$ cat config.mk
export PLATFORM = sky130hd
export DESIGN_NAME = track_history_median_smoother_flat
export DESIGN_NICKNAME = d
export VERILOG_FILES = /design/src/sv/thms_pkg.sv /design/src/sv/thms_if.sv /design/src/sv/track_history_median_smoother.sv /design/src/flat_wrapper.sv
export VERILOG_INCLUDE_DIRS = /design/src /design/src/sv
export SDC_FILE = /design/constraint.sdc
export NUM_CORES = 1
export LEC_CHECK = 0
export BUFFER_PORTS_ARGS = -buffer_cell sky130_fd_sc_hd__buf_2
export CAP_MARGIN = 20
export CORE_ASPECT_RATIO = 0.8
export CORE_MARGIN = 4
export CORE_UTILIZATION = 40
export DETAILED_ROUTE_END_ITERATION = 16
export HOLD_SLACK_MARGIN = 0.02
export PLACE_DENSITY = 0.68
export SLEW_MARGIN = 30
export SYNTH_ARGS = -nofsm -noshare
export SYNTH_HDL_FRONTEND = slang
export SYNTH_SLANG_ARGS = --single-unit
$ cat constraint.sdc
create_clock -name clk -period 8.44 [get_ports clk]
set_clock_uncertainty 0.15 [all_clocks]
set_input_delay 1.266 -clock clk [delete_from_list [all_inputs] [get_ports clk]]
set_output_delay 1.266 -clock clk [all_outputs]
set_load 0.005 [all_outputs]
$ cat src/sv/track_history_median_smoother_defines.svh
// Assertion helpers for the track history median smoother.
`ifndef TRACK_HISTORY_MEDIAN_SMOOTHER_DEFINES_SVH
`define TRACK_HISTORY_MEDIAN_SMOOTHER_DEFINES_SVH

// Same-cycle implication, checked on clk, off while rst_n is low.
`define THMS_ASSERT_NOW(lbl, ante, cons, msg) \
  lbl: assert property (@(posedge clk) disable iff (!rst_n) (ante) |-> (cons)) \
    else $error(msg);

// Next-cycle implication, checked on clk, off while rst_n is low.
`define THMS_ASSERT_NEXT(lbl, ante, cons, msg) \
  lbl: assert property (@(posedge clk) disable iff (!rst_n) (ante) |=> (cons)) \
    else $error(msg);

`endif

$ cat src/sv/thms_pkg.sv
`default_nettype none

package thms_pkg;

  // Miss counter and limit register width.
  localparam int MISS_W = 5;

  typedef logic [MISS_W-1:0] miss_cnt_t;

  // Empty or missed history entry: -1000.0 m in Q15.8.
  localparam int SENTINEL_Q8 = -256000;
  // Signed bits needed to hold the sentinel.
  localparam int SENT_W = 19;

  localparam miss_cnt_t MISS_MAX         = 5'd31;
  localparam miss_cnt_t MISS_LIMIT_RESET = 5'd5;

endpackage

`default_nettype wire

$ cat src/sv/thms_if.sv
`default_nettype none

// Frame outcome channel.
interface thms_in_if #(
  parameter int COORD_WIDTH = 24
);
  logic                          valid;
  logic                          ready;
  logic                          start_track;
  logic                          detected;
  logic signed [COORD_WIDTH-1:0] pos_x;
  logic signed [COORD_WIDTH-1:0] pos_y;

  modport source (output valid, start_track, detected, pos_x, pos_y, input ready);
  modport sink   (input valid, start_track, detected, pos_x, pos_y, output ready);
endinterface

// Smoothed position channel.
interface thms_out_if #(
  parameter int COORD_WIDTH = 24
);
  logic                          valid;
  logic                          ready;
  logic signed [COORD_WIDTH-1:0] median_x;
  logic signed [COORD_WIDTH-1:0] median_y;
  logic                          median_valid;
  logic                          expired;

  modport source (output valid, median_x, median_y, median_valid, expired, input ready);
  modport sink   (input valid, median_x, median_y, median_valid, expired, output ready);
endinterface

`default_nettype wire

$ cat src/sv/track_history_median_smoother.sv
// Channel   Dir  Handshake      Payload
// in_ch     in   valid/ready    start_track, detected, pos_x, pos_y
// out_ch    out  valid/ready    median_x, median_y, median_valid, expired
// cfg       in   cfg_we         cfg_wdata = miss_limit
//
// One transaction per cycle sustained while out_ch.ready stays high; the input register
// feeds the result register, with history update, rank-count median and expiry in between.
// rst_n is synchronous: history goes to -1000.0 m, misses to 0, limit to 5.
// A stalled result holds the result register; the input register still takes
// one more transaction, then in_ch.ready drops until out_ch.ready returns.
`default_nettype none

module track_history_median_smoother #(
  parameter int HISTORY_DEPTH = 5,
  parameter int COORD_WIDTH   = 24
) (
  input  wire logic                      clk,
  input  wire logic                      rst_n,
  thms_in_if.sink                        in_ch,
  thms_out_if.source                     out_ch,
  input  wire logic                      cfg_we,
  input  wire logic [thms_pkg::MISS_W-1:0] cfg_wdata
);
  import thms_pkg::*;

  // Storage is wide enough for both the coordinates and the sentinel.
  localparam int SW    = (COORD_WIDTH > SENT_W) ? COORD_WIDTH : SENT_W;
  localparam int MID   = HISTORY_DEPTH / 2;
  localparam int CNT_W = $clog2(HISTORY_DEPTH + 1);

  localparam logic signed [SW-1:0] SENT = SW'(SENTINEL_Q8);

  typedef logic signed [SW-1:0] hist_t [HISTORY_DEPTH];

  // Element MID of the sorted values, by rank counting.
  function automatic logic signed [SW-1:0] median_of(input hist_t v);
    logic [CNT_W-1:0]        less;
    logic [CNT_W-1:0]        eq;
    logic                    found;
    logic signed [SW-1:0]    res;
    res   = v[0];
    found = 1'b0;
    for (int i = 0; i < HISTORY_DEPTH; i++) begin
      less = '0;
      eq   = '0;
      for (int j = 0; j < HISTORY_DEPTH; j++) begin
        if (v[j] < v[i]) begin
          less = less + CNT_W'(1);
        end else if (v[j] == v[i]) begin
          eq = eq + CNT_W'(1);
        end
      end
      if (!found && (less <= CNT_W'(MID)) &&
          (({1'b0, less} + {1'b0, eq}) > (CNT_W + 1)'(MID))) begin
        res   = v[i];
        found = 1'b1;
      end
    end
    return res;
  endfunction

  // Configuration
  miss_cnt_t cfg_limit_r;

  // Input register
  logic                          a_vld_r;
  logic                          a_start_r;
  logic                          a_det_r;
  logic signed [COORD_WIDTH-1:0] a_px_r;
  logic signed [COORD_WIDTH-1:0] a_py_r;

  // Track state
  hist_t     hist_x_r;
  hist_t     hist_y_r;
  miss_cnt_t miss_r;

  // Result register
  logic                          out_vld_r;
  logic signed [COORD_WIDTH-1:0] out_mx_r;
  logic signed [COORD_WIDTH-1:0] out_my_r;
  logic                          out_mvld_r;
  logic                          out_exp_r;

  logic in_rdy;
  logic in_fire;
  logic a_fire;

  logic signed [SW-1:0] px_ext;
  logic signed [SW-1:0] py_ext;
  logic signed [SW-1:0] nx;
  logic signed [SW-1:0] ny;
  hist_t                shift_x;
  hist_t                shift_y;
  logic signed [SW-1:0] med_x;
  logic signed [SW-1:0] med_y;
  logic                 miss_c;
  miss_cnt_t            miss_base;
  miss_cnt_t            miss_nxt;
  logic                 exp_c;

  assign a_fire  = a_vld_r && (!out_vld_r || out_ch.ready);
  assign in_rdy  = !a_vld_r || a_fire;
  assign in_fire = in_ch.valid && in_rdy;

  assign in_ch.ready         = in_rdy;
  assign out_ch.valid        = out_vld_r;
  assign out_ch.median_x     = out_mx_r;
  assign out_ch.median_y     = out_my_r;
  assign out_ch.median_valid = out_mvld_r;
  assign out_ch.expired      = out_exp_r;

  assign px_ext = SW'(a_px_r);
  assign py_ext = SW'(a_py_r);

  always_comb begin
    // A start frame is a detection on a freshly seeded history.
    nx = (a_start_r || a_det_r) ? px_ext : SENT;
    ny = (a_start_r || a_det_r) ? py_ext : SENT;
    miss_c    = (nx == SENT) || (ny == SENT);
    miss_base = a_start_r ? '0 : miss_r;
    if (!miss_c) begin
      miss_nxt = '0;
    end else if (miss_base == MISS_MAX) begin
      miss_nxt = miss_base;
    end else begin
      miss_nxt = miss_base + MISS_W'(1);
    end

    shift_x[0] = nx;
    shift_y[0] = ny;
    for (int i = 1; i < HISTORY_DEPTH; i++) begin
      if (a_start_r) begin
        shift_x[i] = (i == 1) ? px_ext : SENT;
        shift_y[i] = (i == 1) ? py_ext : SENT;
      end else begin
        shift_x[i] = hist_x_r[i-1];
        shift_y[i] = hist_y_r[i-1];
      end
    end

    med_x = median_of(shift_x);
    med_y = median_of(shift_y);
    exp_c = miss_nxt > cfg_limit_r;
  end

  always_ff @(posedge clk) begin
    if (!rst_n) begin
      cfg_limit_r <= MISS_LIMIT_RESET;
    end else if (cfg_we) begin
      cfg_limit_r <= cfg_wdata;
    end
  end

  always_ff @(posedge clk) begin
    if (!rst_n) begin
      a_vld_r <= 1'b0;
    end else if (in_fire) begin
      a_vld_r <= 1'b1;
    end else if (a_fire) begin
      a_vld_r <= 1'b0;
    end
  end

  always_ff @(posedge clk) begin
    if (in_fire) begin
      a_start_r <= in_ch.start_track;
      a_det_r   <= in_ch.detected;
      a_px_r    <= in_ch.pos_x;
      a_py_r    <= in_ch.pos_y;
    end
  end

  always_ff @(posedge clk) begin
    if (!rst_n) begin
      for (int i = 0; i < HISTORY_DEPTH; i++) begin
        hist_x_r[i] <= SENT;
        hist_y_r[i] <= SENT;
      end
      miss_r <= '0;
    end else if (a_fire) begin
      // Drop the track on expiry, after its median has been taken.
      for (int i = 0; i < HISTORY_DEPTH; i++) begin
        hist_x_r[i] <= exp_c ? SENT : shift_x[i];
        hist_y_r[i] <= exp_c ? SENT : shift_y[i];
      end
      miss_r <= exp_c ? '0 : miss_nxt;
    end
  end

  always_ff @(posedge clk) begin
    if (!rst_n) begin
      out_vld_r <= 1'b0;
    end else if (a_fire) begin
      out_vld_r <= 1'b1;
    end else if (out_ch.ready) begin
      out_vld_r <= 1'b0;
    end
  end

  always_ff @(posedge clk) begin
    if (a_fire) begin
      out_mx_r   <= COORD_WIDTH'(med_x);
      out_my_r   <= COORD_WIDTH'(med_y);
      out_mvld_r <= (med_x != SENT) && (med_y != SENT);
      out_exp_r  <= exp_c;
    end
  end

  `include "track_history_median_smoother_defines.svh"

  `THMS_ASSERT_NOW(a_ready_low_only_when_full, !in_rdy, a_vld_r && out_vld_r && !out_ch.ready, "input held back while a stage is free")
  `THMS_ASSERT_NEXT(a_expiry_clears_track, a_fire && exp_c, (miss_r == '0) && (hist_x_r[0] == SENT) && (hist_y_r[HISTORY_DEPTH-1] == SENT), "expired track not cleared")
  `THMS_ASSERT_NEXT(a_miss_shifts_sentinel, a_fire && !a_start_r && !a_det_r, (hist_x_r[0] == SENT) && (hist_y_r[0] == SENT), "miss frame left a position in the history")
  `THMS_ASSERT_NEXT(a_start_resets_misses, a_fire && a_start_r, miss_r <= MISS_W'(1), "start frame kept old miss count")
  `THMS_ASSERT_NEXT(a_result_follows_work, a_fire, out_vld_r, "processed transaction produced no result")

endmodule

`default_nettype wire
$ cat src/flat_wrapper.sv
// flat-port wrapper written by rule: the top's interface ports become plain ports
module track_history_median_smoother_flat import thms_pkg::*;
#(
  parameter int HISTORY_DEPTH = 5,
  parameter int COORD_WIDTH   = 24
)
  (clk, rst_n, cfg_we, cfg_wdata, in_ch_valid, in_ch_start_track, in_ch_detected, in_ch_pos_x, in_ch_pos_y, in_ch_ready, out_ch_valid, out_ch_median_x, out_ch_median_y, out_ch_median_valid, out_ch_expired, out_ch_ready);
  thms_in_if #(.COORD_WIDTH(COORD_WIDTH)) in_ch_i ();
  thms_out_if #(.COORD_WIDTH(COORD_WIDTH)) out_ch_i ();
  input  wire logic clk;
  input  wire logic rst_n;
  input  wire logic cfg_we;
  input  wire logic [thms_pkg::MISS_W-1:0] cfg_wdata;
  input wire logic [$bits(in_ch_i.valid)-1:0] in_ch_valid;
  input wire logic [$bits(in_ch_i.start_track)-1:0] in_ch_start_track;
  input wire logic [$bits(in_ch_i.detected)-1:0] in_ch_detected;
  input wire logic [$bits(in_ch_i.pos_x)-1:0] in_ch_pos_x;
  input wire logic [$bits(in_ch_i.pos_y)-1:0] in_ch_pos_y;
  output wire logic [$bits(in_ch_i.ready)-1:0] in_ch_ready;
  output wire logic [$bits(out_ch_i.valid)-1:0] out_ch_valid;
  output wire logic [$bits(out_ch_i.median_x)-1:0] out_ch_median_x;
  output wire logic [$bits(out_ch_i.median_y)-1:0] out_ch_median_y;
  output wire logic [$bits(out_ch_i.median_valid)-1:0] out_ch_median_valid;
  output wire logic [$bits(out_ch_i.expired)-1:0] out_ch_expired;
  input wire logic [$bits(out_ch_i.ready)-1:0] out_ch_ready;
  assign in_ch_i.valid = in_ch_valid;
  assign in_ch_i.start_track = in_ch_start_track;
  assign in_ch_i.detected = in_ch_detected;
  assign in_ch_i.pos_x = in_ch_pos_x;
  assign in_ch_i.pos_y = in_ch_pos_y;
  assign in_ch_ready = in_ch_i.ready;
  assign out_ch_valid = out_ch_i.valid;
  assign out_ch_median_x = out_ch_i.median_x;
  assign out_ch_median_y = out_ch_i.median_y;
  assign out_ch_median_valid = out_ch_i.median_valid;
  assign out_ch_expired = out_ch_i.expired;
  assign out_ch_i.ready = out_ch_ready;
  track_history_median_smoother #(.HISTORY_DEPTH(HISTORY_DEPTH), .COORD_WIDTH(COORD_WIDTH)) u_core (.clk(clk), .rst_n(rst_n), .in_ch(in_ch_i), .out_ch(out_ch_i), .cfg_we(cfg_we), .cfg_wdata(cfg_wdata));
endmodule
==> impl_metrics.toml, run 1 <==
[outcome]
status = "complete, no violations"

[setup_path]
reg2regPathDepth = 36
crit_path_start = "u_core.a_start_r"
r2r-start = "u_core.a_start_r"
critPathRequiredTime_ps = 8620
crit_type = "reg2reg"
setup.worst_path.end_class = "register"
critPathBufInv = 6
reg2reg_to = "u_core.out_ch.median_valid"
critPathTopFamily = "compound AO/OA/AOI/OAI gates"
rrSetupSlack_ps = 160
endpoint = "u_core.out_ch.median_valid"
crit_path_frequent_cell = "ha_1"
critPathArrivalTime_ps = 8450
cp-start-kind = "register"
cpMaxStageDelayCell = "edfxtp_1"
cp.depth = 36
cp_max_fo = 23
critPathMaxStageDelay_ps = 410

[pwr]
total_power_w = 0.00986
p_leak_nw = 16.8
power_density_nw_per_um2 = 265
peakVddDrop_v = 0.000219

[sta]
slew_violations = 0
hold_violations = 0
min_period_over_period_pct = 98.1
fin_crit_ps = 8280
clock.fmax_mhz = 121
slew_headroom_pct = 25.4
worst_pin_slew_ps = 1110
finalSetupViolCount = 0

[floorplanning]
io_pins = 112
start_util_pct = 40.4
core_area_sq_um = 73900
rows = 89
die_w_um = 314
dieArea_sq_um = 79200
die_h_um = 253

[global_routing]
grt_overflow_total = 0
grt_max_degree = 126
grt_pass1_vias = 25900
grt_pass1_wl_um = 163000
grt.total_usage_pct = 27.0
antenna_found_initial = 4

[placed_design]
io_buffers = 111
finalWeightedCongestion = 1.03
detailed_place_hpwl_um = 87100
dpl_cell_area_sq_um = 34700

[routing]
first_pass_iters = 6
drt_iter0_drc = 3312
drt-wirelength-per-cell_um = 23.2
routed_wl_um = 112000
drtAntennaViolNets = 0
routed_via_density = 5.83
drc = 0
dr_total_vias = 28100

[logic_synthesis]
synth-edff-count = 292
synth_cell_types = 106
synth_seq_cells = 304
syn_area_per_cell_sq_um = 9.21
synth_area_sq_um = 29900
yosysSeqAreaShare_pct = 30.1
synth_top_area_share_pct = 29.3
syn-num-nets = 3886
yosys_warnings = 0
synth_area_leaders = "edfxtp_1 29%, ha_1 24%, nor2_1 3.9%"
yosys.area.top_type = "edfxtp_1"
ys_async_sr_fraction_pct = 0
ys.flop_type = "edfxtp_1"
netlist_instances = 3244

[clock_network]
numCtsBuffers = 38
clkLatencyLatePin_ps = 570
path_clk_slew_ps = 70
cts_buffer_depth = 3
htreeDepth = 2
cts-root-buf = "clkbuf_16"
cts_sinks = 304
cts_tree = "built"
postCtsHoldBufs = 0

[flow_run]
max_cap_viol_count = 0

[layout]
syn2layout_area_growth_pct = 24.6
design_area_sq_um = 37200
fin_nets = 4430
drive_above_1_share_pct = 23.4

[min_path]
hold_class = "reg2reg"
-- placed cells by master, fill, tap and decap left out, types with 14 or more instances in the layout --
cell type / n
a21oi_1: 216
edfxtp_1: 292
buf_2: 111
a21oi_2: 14
a211oi_1: 24
ha_1: 558
xnor2_1: 28
nor2b_1: 75
or2_2: 20
inv_1: 256
and2_1: 15
mux2_2: 33
nor2_1: 293
nand2_1: 258
buf_4: 450
a22o_1: 14
o21a_1: 22
o22ai_1: 41
mux2i_1: 59
buf_6: 15
nand2b_1: 114
a21o_1: 51
nand3_1: 51
a211o_1: 14
o21ai_1: 18
nor2_2: 16
o211ai_1: 33
nor3_1: 35
nand2_2: 15
o21ai_0: 92
nand4_1: 115
clkbuf_16: 45
xor2_1: 29
-- synth_stat cells, drive strengths merged, types with 44 or more instances --
cell / number
a21o: 52
a21oi: 232
clkbuf: 55
edfxtp: 292
ha: 572
inv: 265
mux2i: 72
nand2: 274
nand2b: 116
nand3: 54
nand4: 116
nor2: 310
nor2b: 76
nor3: 44
o21ai: 116
-- where the power goes --
group | internal, W | total [W] | switching (W)
combinational | 0.00284 | 0.00620 | 0.00337
clock | 0.000917 | 0.00162 | 0.000708
sequential | 0.00197 | 0.00203 | 0.0000609
-- tightest hold or removal path: stages (launching register included) --
cell,delay (ps)
dfxtp_1,340
mux2i_1,70
nand2_1,60
-- layout make-up --
cell class / count / area (sq um)
Fill cell: 6842 / 36700
Multi-Input combinational cell: 2584 / 20200
Sequential cell: 304 / 9010
Timing Repair Buffer: 595 / 4530
Tap cell: 1001 / 1250
Clock buffer: 46 / 1040
Inverter: 265 / 1010
Clock inverter: 23 / 158
Antenna cell: 1 / 2.50
-- routing by layer --
| layer | vias to the layer above | share of wire, % | global-route usage (%) |
|---|---|---|---|
| li1 | 13100 | - | - |
| met1 | 13400 | 47 | 42.1 |
| met2 | 1410 | 39 | 36.6 |
| met3 | 158 | 13 | 7.12 |
| met4 | 4 | 2.3 | 5.94 |
| met5 | - | 0.013 | 0 |
-- kinds of logic after synthesis --
kind of cell               Yosys count  synth area share (%)
AOI/OAI and AO/OA                  702                  15.5
xor gates and xnor gates            68                  2.16
adders and majority gates          583                  24.6
buffers and inverters              356                  4.74
DFF                                304                  30.1
muxes                              107                  3.73
and+or+nand+nor                   1124                  19.1
-- metrics by stage --
step	TNS, ps	worst slack (ps)	utilization [%]	hold slack, ps	instances
finish	0	162	50.4	345	4819
global placement	-160	-160	47.0	330	4704
CTS	0	1.90	48.8	351	4777
detailed placement	-267	-267	47.0	331	4704
floorplan	0	71.2	-	298	3244
global route	-99.6	-99.6	50.4	379	4818
-- worst min path at each step --
stage | end | from | slack (ps) | cells past startpoint
floorplan | u_core.cfg_limit_r[0] | u_core.cfg_limit_r[0] | 300 | 2
global placement | u_core.cfg_limit_r[0] | u_core.cfg_limit_r[0] | 330 | 2
detailed placement | u_core.cfg_limit_r[0] | u_core.cfg_limit_r[0] | 330 | 2
CTS | u_core.cfg_limit_r[0] | u_core.cfg_limit_r[0] | 350 | 2
global route | u_core.cfg_limit_r[0] | u_core.cfg_limit_r[0] | 380 | 2
finish | u_core.cfg_limit_r[0] | u_core.cfg_limit_r[0] | 340 | 2
-- timing repair --
| action | in CTS | in global routing |
|---|---|---|
| setup endpoints to repair | 1 | 17 |
| pin swaps | 1 | 64 |
| resized for setup | 19 | 168 |
| gates cloned | 1 | 5 |
| endpoints found under the hold margin | 0 | 0 |
| buffers inserted | 3 | 36 |
-- sequential cells by signal, indices dropped and copies added (netlist names) --
register and cells:
u_core.out_ch.median_y 24, u_core.a_start_r 1, u_core.a_px_r 24, u_core.out_ch.median_x 24, u_core.hist_y_r 96, u_core.a_py_r 24, u_core.hist_x_r 96, u_core.a_vld_r 1
u_core.out_ch.median_valid 1, u_core.out_ch.valid 1, u_core.a_det_r 1, u_core.miss_r 5, u_core.out_ch.expired 1, u_core.cfg_limit_r 5
Power figures use the tool's default switching activity.
==> run 2: changes to the inputs <==
PLACE_DENSITY = 0.66   (was 0.68)
clock period = 9.6 ns   (was 8.44 ns; I/O delays follow)
==> run 2 against run 1 <==
Net effect:
- global-route usage fell by 1.5 points
- final area fell by 9.7%
- final cell count fell by 7.0%
- fmax fell by 8.8%
- worst setup slack improved by 360 ps
- clock-buffer cell count rose by 2
- clock power fell by 12%
- register-to-register slack improved by 360 ps
- total power fell by 24%
==> impl_metrics.toml, run 2 (synthesis gave the netlist of run 1 again) <==
[layout]
final_common_cell = "ha_1"
syn2layout_area_growth_pct = 12.5
drive_above_1_share_pct = 12.2
fin_nets = 4089
final_cell_mix = "572 x ha_1, 310 x nor2_1, 292 x edfxtp_1"
design_area_sq_um = 33600
stdcell_count = 4480
top_regs = "u_core.hist_x_r: 96 flops, u_core.hist_y_r: 96 flops"

[clock_network]
postCtsHoldBufs = 0
cts_sinks = 304
cts_buffer_depth = 3
path_clk_slew_ps = 70
cts_tree = "built"
htreeDepth = 2
numCtsBuffers = 38
clkLatencyLatePin_ps = 590
cts-root-buf = "clkbuf_16"

[floorplanning]
start_util_pct = 40.4
rows = 89
dieArea_sq_um = 79200
die_h_um = 253
core_area_sq_um = 73900
die_w_um = 314
io_pins = 112

[setup_path]
cp-start-kind = "register"
cp_max_fo = 37
crit_type = "reg2reg"
setup.worst_path.end_class = "register"
critPathArrivalTime_ps = 9260
crit_path_frequent_cell = "ha_1"
critPathTopFamily = "compound AO/OA/AOI/OAI gates"
critPathBufInv = 6
rrSetupSlack_ps = 520
critPathMaxStageDelay_ps = 540
critPathRequiredTime_ps = 9790
cpMaxStageDelayCell = "or4_1"

[placed_design]
detailed_place_hpwl_um = 82000
dp.cells = 4406
finalWeightedCongestion = 0.983
io_buffers = 111
dpl_cell_area_sq_um = 32400

[min_path]
hold_class = "reg2reg"

[sta]
whs_ps = 348
finalSetupViolCount = 0
setup_tns_ps = 0
slew_violations = 0
fin_crit_ps = 9080
worst_pin_slew_ps = 1110
hold_violations = 0
min_period_over_period_pct = 94.5
rsz0062_at_grt = "false"
clock.fmax_mhz = 110
slew_headroom_pct = 25.4

[routing]
routed_via_density = 5.93
drtAntennaViolNets = 0
routed_wl_um = 105000
drt_iter0_drc = 3124
dr_total_vias = 26600
first_pass_iters = 6
drc = 0
drt-wirelength-per-cell_um = 23.4

[global_routing]
grt_overflow_total = 0
grt_pass1_vias = 24200
grt_max_degree = 126
grt_pass1_wl_um = 154000
antenna_found_initial = 8
grt.total_usage_pct = 25.5

[pwr]
peakVddDrop_v = 0.000179
total_power_w = 0.00748
power_density_nw_per_um2 = 223
p_leak_nw = 14.9

[flow_run]
max_cap_viol_count = 0

[outcome]
status = "complete, no violations"
-- run 2: cell types whose count changed in the layout (fill, tap and decap cells not counted), sizes merged --
cell / delta
buf: -335
clkbuf: -3
clkinvlp: -2
inv: +2
bufbuf: -1
clkinv: -1
diode: +1
-- run 2: final cells by class --
| class | count | area, sq um |
|---|---|---|
| flip-flops and latches | 304 | 9010 |
| well taps | 1001 | 1250 |
| repair buffers | 254 | 1670 |
| multi-input cells | 2584 | 19500 |
| clock buffers | 48 | 1010 |
| inverters | 265 | 1000 |
| fillers | 7250 | 40300 |
| diodes | 2 | 5.00 |
| clock inverters | 22 | 169 |
-- run 2: where the power goes --
part,total [W],leakage [nW],internal (W),switching (W)
registers,0.00180,2.89,0.00174,0.0000638
logic,0.00427,11.5,0.00159,0.00267
clock network,0.00142,0.578,0.000783,0.000633
total,0.00748,14.9,0.00411,0.00337
-- run 2: per-layer routing --
layer  track usage [%]  vias to the layer above  routed length, um
met1              38.9                    12700              49300
met2              34.6                     1286              40300
met3              8.02                      145              13000
li1                  -                    12400                  -
met5                 0                        -                 80
met4              5.65                       12               2260
-- run 2: final timing paths --
| kind | startpoint | end | cells after the start |
|---|---|---|---|
| worst min register to register | u_core.cfg_limit_r[0] | u_core.cfg_limit_r[0] | 2 |
| worst max register to register | u_core.a_start_r | u_core.out_ch.median_valid | 35 |
| worst min-delay path | u_core.cfg_limit_r[0] | u_core.cfg_limit_r[0] | 2 |
| worst max-delay path | u_core.a_start_r | u_core.out_ch.median_valid | 35 |
-- run 2: stage by stage --
| stage | setup slack, ps | utilization, % |
|---|---|---|
| after global placement | 667 | 43.8 |
| after CTS | 486 | 45.4 |
| after global routing | 4.06 | 45.5 |
| after floorplan | 793 | - |
| after detailed placement | 462 | 43.8 |
| final | 524 | 45.5 |
-- run 2: worst register-to-register path, delay by kind of cell (launching register included) --
kind / cells / cell delay (ps)
compound gates: 13 / 3130
simple gates: 10 / 2540
fa+ha+maj: 4 / 1120
buf+inv: 6 / 840
flops: 1 / 460
mux: 1 / 400
xor+xnor: 1 / 230
-- run 2: what timing repair did --
action | CTS | global route
endpoints found under the hold margin | 0 | 0
resized for setup | 0 | 4
setup buffers | 0 | 2
endpoints found under the setup margin | 0 | 1
